File: src/rtl/core/ssx_pkg.sv
package ssx_pkg;

    // Byte codes and offsets taken from the SMBIOS structure layout.
    localparam logic [7:0] SERIAL_TYPE    = 8'h01;
    localparam logic [7:0] SERIAL_MIN_LEN = 8'h08;
    localparam logic [7:0] SERIAL_OFFSET  = 8'h07;
    localparam logic [7:0] MIN_LEN        = 8'h04;
    localparam logic [7:0] MAX_COUNT      = 8'hFF;
    localparam logic [7:0] MAX_LEN_RESET  = 8'hFF;

    // Configuration register indexes.
    localparam logic REG_MAX_SERIAL_LENGTH = 1'b0;

    typedef struct packed {
        logic [7:0] out_byte;
        logic       is_end;
        logic       found;
    } t_result;

    // Up to two results leave the parser for one input byte.
    typedef struct packed {
        logic [1:0] cnt;
        t_result    res0;
        t_result    res1;
    } t_push;

endpackage

File: src/rtl/core/ssx_parser.sv
module ssx_parser (
    input  logic             i_clk,
    input  logic             i_rst_n,
    input  logic             i_valid,
    input  logic [7:0]       i_data_byte,
    input  logic             i_last_of_table,
    input  logic [7:0]       i_max_len,
    output ssx_pkg::t_push   o_push
);

    typedef enum logic [1:0] {
        PH_TYPE,
        PH_LEN,
        PH_FORMATTED,
        PH_STRINGS
    } t_phase;

    t_phase     r_phase,   n_phase;
    logic [7:0] r_offset,  n_offset;
    logic [7:0] r_length,  n_length;
    logic [7:0] r_type,    n_type;
    logic [7:0] r_wanted,  n_wanted;
    logic [7:0] r_strnum,  n_strnum;
    logic       r_prevz,   n_prevz;
    logic [7:0] r_emitted, n_emitted;
    logic       r_done,    n_done;

    ssx_pkg::t_result w_char;
    ssx_pkg::t_result w_fend;
    ssx_pkg::t_result w_nend;

    always_comb begin
        w_char = '{out_byte: i_data_byte, is_end: 1'b0, found: 1'b0};
        w_fend = '{out_byte: 8'h00, is_end: 1'b1, found: 1'b1};
        w_nend = '{out_byte: 8'h00, is_end: 1'b1, found: 1'b0};

        n_phase   = r_phase;
        n_offset  = r_offset;
        n_length  = r_length;
        n_type    = r_type;
        n_wanted  = r_wanted;
        n_strnum  = r_strnum;
        n_prevz   = r_prevz;
        n_emitted = r_emitted;
        n_done    = r_done;
        o_push    = '0;

        if (i_valid && !r_done) begin
            case (r_phase)
                PH_TYPE: begin
                    n_type   = i_data_byte;
                    n_wanted = 8'h00;
                    n_offset = 8'h01;
                    n_phase  = PH_LEN;
                end
                PH_LEN: begin
                    n_length = (i_data_byte < ssx_pkg::MIN_LEN) ? ssx_pkg::MIN_LEN
                                                                 : i_data_byte;
                    n_offset = 8'h02;
                    n_phase  = PH_FORMATTED;
                end
                PH_FORMATTED: begin
                    if (r_offset == ssx_pkg::SERIAL_OFFSET && r_type == ssx_pkg::SERIAL_TYPE
                        && r_length >= ssx_pkg::SERIAL_MIN_LEN) begin
                        n_wanted = i_data_byte;
                    end
                    n_offset = r_offset + 8'h01;
                    if (n_offset >= r_length) begin
                        n_phase  = PH_STRINGS;
                        n_offset = 8'h00;
                        n_strnum = 8'h01;
                        n_prevz  = 1'b0;
                    end
                end
                default: begin
                    if (i_data_byte == 8'h00) begin
                        if (r_prevz) begin
                            // Double null closes the structure.
                            n_phase  = PH_TYPE;
                            n_offset = 8'h00;
                            n_prevz  = 1'b0;
                        end else if (r_strnum == r_wanted && r_offset != 8'h00) begin
                            o_push.cnt  = 2'd1;
                            o_push.res0 = w_fend;
                            n_done      = 1'b1;
                        end else begin
                            if (r_strnum != ssx_pkg::MAX_COUNT) begin
                                n_strnum = r_strnum + 8'h01;
                            end
                            n_offset = 8'h00;
                            n_prevz  = 1'b1;
                        end
                    end else begin
                        n_prevz = 1'b0;
                        if (r_strnum == r_wanted && r_emitted < i_max_len) begin
                            o_push.cnt  = 2'd1;
                            o_push.res0 = w_char;
                            n_emitted   = r_emitted + 8'h01;
                        end
                        if (r_offset != ssx_pkg::MAX_COUNT) begin
                            n_offset = r_offset + 8'h01;
                        end
                    end
                end
            endcase
        end

        if (i_valid && i_last_of_table) begin
            if (!n_done) begin
                if (o_push.cnt == 2'd0) begin
                    o_push.res0 = w_nend;
                end else begin
                    o_push.res1 = w_nend;
                end
                o_push.cnt = o_push.cnt + 2'd1;
            end
            n_phase   = PH_TYPE;
            n_offset  = 8'h00;
            n_length  = 8'h00;
            n_type    = 8'h00;
            n_wanted  = 8'h00;
            n_strnum  = 8'h01;
            n_prevz   = 1'b0;
            n_emitted = 8'h00;
            n_done    = 1'b0;
        end
    end

    always_ff @(posedge i_clk) begin
        if (!i_rst_n) begin
            r_phase   <= PH_TYPE;
            r_offset  <= 8'h00;
            r_length  <= 8'h00;
            r_type    <= 8'h00;
            r_wanted  <= 8'h00;
            r_strnum  <= 8'h01;
            r_prevz   <= 1'b0;
            r_emitted <= 8'h00;
            r_done    <= 1'b0;
        end else begin
            r_phase   <= n_phase;
            r_offset  <= n_offset;
            r_length  <= n_length;
            r_type    <= n_type;
            r_wanted  <= n_wanted;
            r_strnum  <= n_strnum;
            r_prevz   <= n_prevz;
            r_emitted <= n_emitted;
            r_done    <= n_done;
        end
    end

endmodule

File: src/rtl/core/ssx_fifo.sv
module ssx_fifo #(
    parameter int DEPTH = 8
) (
    input  logic                         i_clk,
    input  logic                         i_rst_n,
    input  ssx_pkg::t_push               i_push,
    input  logic                         i_pop,
    output ssx_pkg::t_result             o_head,
    output logic [$clog2(DEPTH+1)-1:0]   o_count
);

    localparam int AW = $clog2(DEPTH);
    localparam int CW = $clog2(DEPTH + 1);

    ssx_pkg::t_result r_mem [DEPTH];
    logic [AW-1:0]    r_wr_ptr, n_wr_ptr;
    logic [AW-1:0]    r_rd_ptr, n_rd_ptr;
    logic [CW-1:0]    r_count,  n_count;
    logic [AW-1:0]    w_wr_ptr1;

    assign w_wr_ptr1 = r_wr_ptr + AW'(1);
    assign o_head    = r_mem[r_rd_ptr];
    assign o_count   = r_count;

    always_comb begin
        n_wr_ptr = r_wr_ptr + AW'(i_push.cnt);
        n_rd_ptr = r_rd_ptr + AW'(i_pop);
        n_count  = r_count + CW'(i_push.cnt) - CW'(i_pop);
    end

    always_ff @(posedge i_clk) begin
        if (i_push.cnt != 2'd0) begin
            r_mem[r_wr_ptr] <= i_push.res0;
        end
        if (i_push.cnt == 2'd2) begin
            r_mem[w_wr_ptr1] <= i_push.res1;
        end
    end

    always_ff @(posedge i_clk) begin
        if (!i_rst_n) begin
            r_wr_ptr <= '0;
            r_rd_ptr <= '0;
            r_count  <= '0;
        end else begin
            r_wr_ptr <= n_wr_ptr;
            r_rd_ptr <= n_rd_ptr;
            r_count  <= n_count;
        end
    end

endmodule

File: src/rtl/core/smbios_serial_string_extractor_unit.sv
// Path: a byte is registered at acceptance and its results are written to the output
// queue in the cycle after that, from where each result beat is offered to the consumer.
// Throughput: one byte per cycle; each byte yields at most two result beats, and the output
// side drains one beat per cycle, so input stalls only when the output queue backs up.
// Reset: synchronous and active low; the parser rearms, the queue empties, and
// max_serial_length returns to 255.
module smbios_serial_string_extractor_unit #(
    parameter int FIFO_DEPTH = 8
) (
    input  logic        i_clk,
    input  logic        i_rst_n,
    // Byte stream of the structure table.
    input  logic        i_in_valid,
    output logic        o_in_ready,
    input  logic [7:0]  i_data_byte,
    input  logic        i_last_of_table,
    // Serial characters and end marker.
    output logic        o_out_valid,
    input  logic        i_out_ready,
    output logic [7:0]  o_out_byte,
    output logic        o_is_end,
    output logic        o_found,
    // Configuration port.
    input  logic        psel,
    input  logic        penable,
    input  logic        pwrite,
    input  logic [2:0]  paddr,
    input  logic [31:0] pwdata,
    output logic [31:0] prdata,
    output logic        pready
);

    // The queue depth must be a power of two of at least four so that the
    // pointers wrap naturally and two in-flight bytes can always be absorbed.
    localparam int CW = $clog2(FIFO_DEPTH + 1);
    localparam int RW = CW + 1;

    // Configuration register. Only register 0 exists; the upper address bit
    // selects a register index beyond the list, which is ignored.
    logic [7:0] r_max_len;
    logic       w_cfg_write;

    assign pready      = 1'b1;
    assign w_cfg_write = psel && penable && pwrite && pready
                         && (paddr[2] == ssx_pkg::REG_MAX_SERIAL_LENGTH);
    assign prdata      = (paddr[2] == ssx_pkg::REG_MAX_SERIAL_LENGTH) ? {24'h0, r_max_len}
                                                                     : 32'h0;

    always_ff @(posedge i_clk) begin
        if (!i_rst_n) begin
            r_max_len <= ssx_pkg::MAX_LEN_RESET;
        end else if (w_cfg_write) begin
            r_max_len <= pwdata[7:0];
        end
    end

    // Input register. Every registered byte is parsed in the following cycle
    // without condition; the ready logic below guarantees the queue has room.
    logic       r_in_valid;
    logic [7:0] r_data_byte;
    logic       r_last;
    logic       w_in_accept;

    assign w_in_accept = i_in_valid && o_in_ready;

    always_ff @(posedge i_clk) begin
        if (!i_rst_n) begin
            r_in_valid <= 1'b0;
        end else begin
            r_in_valid <= w_in_accept;
        end
    end

    always_ff @(posedge i_clk) begin
        if (w_in_accept) begin
            r_data_byte <= i_data_byte;
            r_last      <= i_last_of_table;
        end
    end

    // Parser: one pass of the structure walker per registered byte.
    ssx_pkg::t_push w_push;

    ssx_parser u_parser (
        .i_clk           (i_clk),
        .i_rst_n         (i_rst_n),
        .i_valid         (r_in_valid),
        .i_data_byte     (r_data_byte),
        .i_last_of_table (r_last),
        .i_max_len       (r_max_len),
        .o_push          (w_push)
    );

    // Output queue. It decouples the parser from the consumer so bytes keep
    // flowing while a result beat waits to be taken.
    ssx_pkg::t_result w_head;
    logic [CW-1:0]    w_count;
    logic             w_pop;
    logic [RW-1:0]    w_reserved;

    assign o_out_valid = (w_count != '0);
    assign w_pop       = o_out_valid && i_out_ready;
    assign o_out_byte  = w_head.out_byte;
    assign o_is_end    = w_head.is_end;
    assign o_found     = w_head.found;

    ssx_fifo #(
        .DEPTH (FIFO_DEPTH)
    ) u_fifo (
        .i_clk   (i_clk),
        .i_rst_n (i_rst_n),
        .i_push  (w_push),
        .i_pop   (w_pop),
        .o_head  (w_head),
        .o_count (w_count)
    );

    // A new byte is taken only if the queue can hold the worst case of two
    // beats for the byte now in the parser and two for the new one.
    assign w_reserved = RW'(w_count) + (r_in_valid ? RW'(2) : RW'(0));
    assign o_in_ready = (w_reserved <= RW'(FIFO_DEPTH - 2));

`ifndef NO_ASSERTIONS
    a_no_overflow : assert property (@(posedge i_clk) disable iff (!i_rst_n)
        RW'(w_count) <= RW'(FIFO_DEPTH))
        else $error("output queue overflow");

    a_idle_no_push : assert property (@(posedge i_clk) disable iff (!i_rst_n)
        !r_in_valid |-> (w_push.cnt == 2'd0))
        else $error("parser produced results without a registered byte");

    a_push_bound : assert property (@(posedge i_clk) disable iff (!i_rst_n)
        (w_push.cnt == 2'd2) |-> (r_last && w_push.res1.is_end && !w_push.res1.found))
        else $error("second result beat is not a table end marker");

    a_accept_registers : assert property (@(posedge i_clk) disable iff (!i_rst_n)
        w_in_accept |=> r_in_valid)
        else $error("accepted byte did not reach the input register");
`endif

endmodule
File: config.mk
export PLATFORM = sky130hd
export DESIGN_NAME = smbios_serial_string_extractor_unit
export DESIGN_NICKNAME = d
export VERILOG_FILES = /design/src/rtl/core/ssx_pkg.sv /design/src/rtl/core/ssx_parser.sv /design/src/rtl/core/ssx_fifo.sv /design/src/rtl/core/smbios_serial_string_extractor_unit.sv
export SDC_FILE = /design/constraint.sdc
export NUM_CORES = 1
export LEC_CHECK = 0
export ABC_AREA = 0
export BUFFER_PORTS_ARGS = -buffer_cell sky130_fd_sc_hd__buf_2
export CAP_MARGIN = 25
export CORE_ASPECT_RATIO = 1.1
export CORE_MARGIN = 2
export CORE_UTILIZATION = 40
export DETAILED_ROUTE_END_ITERATION = 7
export SLEW_MARGIN = 20
export SYNTH_ARGS = -nofsm -noshare
export SYNTH_HDL_FRONTEND = slang
export SYNTH_SLANG_ARGS = --single-unit
File: constraint.sdc
create_clock -name i_clk -period 9 [get_ports i_clk]
set_input_delay 0.9 -clock i_clk [delete_from_list [all_inputs] [get_ports i_clk]]
set_output_delay 0.9 -clock i_clk [all_outputs]
set_load 0.05 [all_outputs]
==> flow_summary.yaml <==
die:
  fp.coreArea_um2: 20640
  rows: 55
  initial_core_util: 0.4078
  io_pins: 96
  die_height_um: 156.2
  die_x_um: 142.3
  dieArea_um2: 22230
cells_and_area:
  num-fill-cells: 2021
  stdcell_area_um2: 9264
  drive_gt1_frac: 0.1328
  final_common_cell: "dfxtp_1"
  final_cell_mix: "dfxtp_1, nand2_1, o21ai_0"
  syn2layout_area_growth_pct: 10.03
  diodes: 0
  final_util: 0.4487
  fin_cells: 1235
  nNetsFinal: 1057
worst_setup_path:
  cp_slowest_cell: "a21boi_1"
  worstPathRequired_ps: 9270
  cp_cell_sequence: "inv_1 -> ha_1 -> a21o_1 -> a2111oi_2 -> nand4_1 -> a21oi_4 -> buf_4 -> or2_2 -> ha_1 -> nor3_1 -> nor3b_2 -> a21boi_1 -> o21ai_0"
  startpoint_type: "register"
  path_class: "reg -> reg"
  endpoint_kind: "register"
  path_max_fanout: 77
  critPathMaxStageDelay_ps: 770
  arrival_ps: 5100
  cpMostUsedCell: "ha_1"
placement:
  place_ws_ps: 4206
  post-place-cells: 1203
  placed_area_um2: 8721
  io_buffers: 44
  gp_congestion: 0.7977
  dp_hpwl_um: 14110
power:
  clkPwrFrac: 0.379
  irDropWorstVdd_mv: 0.1406
  p_comb_frac: 0.169
  power_density_nw_per_um2: 193.5
  intPower_uw: 1241
  p_sw_uw: 551.6
  p_leak_uw: 0.003544
  p_seq_frac: 0.451
  sw_frac_of_total: 0.3078
synth:
  synth_flop_cell: "dfxtp_1"
  yosys_warnings: 0
  synth-edff-count: 17
  async_reset_ff_frac: 0
  ys_ff_latch: 160
  yosysSeqAreaShare: 0.4007
  yosysUniqueCellTypes: 57
  syn_avg_cell_area_um2: 8.788
  syn-instance-count: 958
  netlist_area_um2: 8419
clock_network:
  numCtsBuffers: 17
  clk_path_buf_depth: 2
  postCtsSetupRepairBufs: 0
  path_clk_slew_ps: 60
  cts_tree: "done"
  h-tree-depth: 4
  clock_tree.root_cell: "clkbuf_16"
  cts_hold_buf: 0
  postCtsResizedCells: 0
  clock_latency_ps: 420
  cts_sinks: 160
drt:
  drt_first_pass_iters: 5
  vias: 6856
  drcViolationCount: 0
  vias_per_cell: 5.551
  drt_iter0_drc: 507
  drtAntennaViolNets: 0
  wl_per_cell_um: 17.00
  finalWirelength_um: 21000
sta:
  finalSetupViolCount: 0
  fin_tns_setup_ps: 0
  rsz0062_at_grt: "false"
  finClkSkew_ps: 7.837
  slew_headroom: 0.4124
  setup_slack_ps: 4169
  fmax_ghz: 0.2070
  final_max_slew_viol_count: 0
  worst_pin_slew_ps: 874.6
  post-route-min-period_ps: 4831
  hold_violations: 0
  fin_crit_sh: 0.5368
grt:
  grt_overflow: 0
  antenna_found_initial: 0
  track_usage: 0.1966
  grt_pass1_vias: 6477
  grt_pass1_wl_um: 34220
  grt_max_degree: 78
flow_run:
  cap_violations: 0
status:
  status: "finished clean"
worst_hold_path:
  worstHoldPathType: "reg -> reg"
## power groups by stage
| stage | logic [uW] | clock network [uW] | registers (uW) |
|---|---|---|---|
| after floorplan | 267 | 0 | 783 |
| after global placement | 296 | 0 | 829 |
| after detailed placement | 306 | 0 | 825 |
| after CTS | 307 | 690 | 809 |
| after global routing | 342 | 722 | 813 |
| final | 304 | 680 | 809 |
## metrics by stage
| step | power, uW | hold WS [ps] |
|---|---|---|
| floorplan | 1051 | 432.8 |
| global placement | 1125 | 441.5 |
| detailed placement | 1130 | 448.6 |
| CTS | 1806 | 457.3 |
| global route | 1877 | 472.4 |
| finish | 1792 | 456.5 |
## sequential cells by signal (all words and copies together) (netlist names), 4 cells and up
signal              cells
u_parser.r_length       8
r_max_len               8
u_parser.r_strnum       8
u_parser.r_type         8
u_parser.r_emitted      8
u_fifo.r_mem           80
u_parser.r_wanted       8
r_data_byte             8
u_fifo.o_count          4
u_parser.r_offset       8
## final timing paths
check / start / slack [ps] / depth (start not counted) / end
worst max-delay path: r_max_len[6]$_SDFFE_PN1P_ / 4170 / 13 / u_fifo.r_mem[6][5]$_SDFFE_PP0P_
worst min-delay path: u_fifo.r_mem[2][2]$_SDFFE_PP0P_ / 460 / 2 / u_fifo.r_mem[2][2]$_SDFFE_PP0P_
worst max register to register: r_max_len[6]$_SDFFE_PN1P_ / 4170 / 13 / u_fifo.r_mem[6][5]$_SDFFE_PP0P_
worst min register to register: u_fifo.r_mem[2][2]$_SDFFE_PP0P_ / 460 / 2 / u_fifo.r_mem[2][2]$_SDFFE_PP0P_
## layer usage
layer  GRT usage  part of all wire
met2      0.3398              0.49
met4     0.05705             0.017
met5           0                 0
met3     0.03346             0.038
met1      0.2524              0.45
## critical path: cells and delay by family (launching register included)
family                     cells  cell delay (ps)
and+or+nand+nor                4             1380
buffers and inverters          2              710
DFF                            1              310
AOI/OAI and AO/OA              5             1720
adders and majority gates      2              510
## cell families (layout without fill, tap and decap cells)
logic type / after synthesis / in the layout / share of synthesized area
compound gates: 184 / 184 / 0.1296
xor+xnor: 20 / 20 / 0.02080
fa+ha+maj: 40 / 40 / 0.06123
buf+inv: 128 / 126 / 0.06910
flops: 160 / 160 / 0.4007
mux: 49 / 49 / 0.08946
other cells: 2 / 25 / 0.0008920
simple gates: 375 / 375 / 0.2283
## final cells by class
cell class,count,area (um2),share of cell area
Inverter,38,142.6,0.01540
Clock buffer,17,425.4,0.04592
Sequential cell,160,3373,0.3641
Timing Repair Buffer,56,317.8,0.03431
Clock inverter,15,117.6,0.01270
Multi-Input combinational cell,693,4567,0.4930
Tap cell,256,320.3,0.03458
## cells in the mapped netlist, drive strengths merged, types with 2 or more instances
| master | n | share of area |
|---|---|---|
| edfxtp | 17 | 0.061 |
| clkbuf | 59 | 0.026 |
| o211ai | 15 | 0.014 |
| a21oi | 23 | 0.014 |
| nor2b | 5 | 0.0037 |
| nand3 | 33 | 0.020 |
| xnor2 | 16 | 0.017 |
| a21o | 3 | 0.0027 |
| nand2 | 136 | 0.061 |
| buf | 31 | 0.026 |
| a22oi | 8 | 0.0071 |
| or4 | 3 | 0.0027 |
| or3 | 4 | 0.0030 |
| nor3b | 3 | 0.0027 |
| nand2b | 13 | 0.0097 |
| nor3 | 5 | 0.0030 |
| o21ai | 101 | 0.060 |
| xor2 | 4 | 0.0042 |
| mux4 | 20 | 0.053 |
| or2 | 5 | 0.0037 |
| mux2 | 10 | 0.013 |
| or4b | 2 | 0.0024 |
| conb | 2 | 0.00089 |
| a21boi | 8 | 0.0071 |
| and3 | 14 | 0.010 |
| a311oi | 2 | 0.0021 |
| mux2i | 19 | 0.023 |
| nor4b | 5 | 0.0052 |
| o22ai | 2 | 0.0015 |
| a211oi | 8 | 0.0071 |
| nor4 | 5 | 0.0062 |
| o31ai | 2 | 0.0018 |
| ha | 38 | 0.056 |
| and2 | 15 | 0.011 |
| dfxtp | 143 | 0.34 |
| fa | 2 | 0.0048 |
| nand4 | 70 | 0.052 |
| and4 | 5 | 0.0052 |
| nor2 | 48 | 0.021 |
| o221ai | 2 | 0.0021 |
| a31oi | 3 | 0.0022 |
| o2111ai | 3 | 0.0031 |
| inv | 37 | 0.016 |
Note: power is estimated with default switching activity, not from simulation.
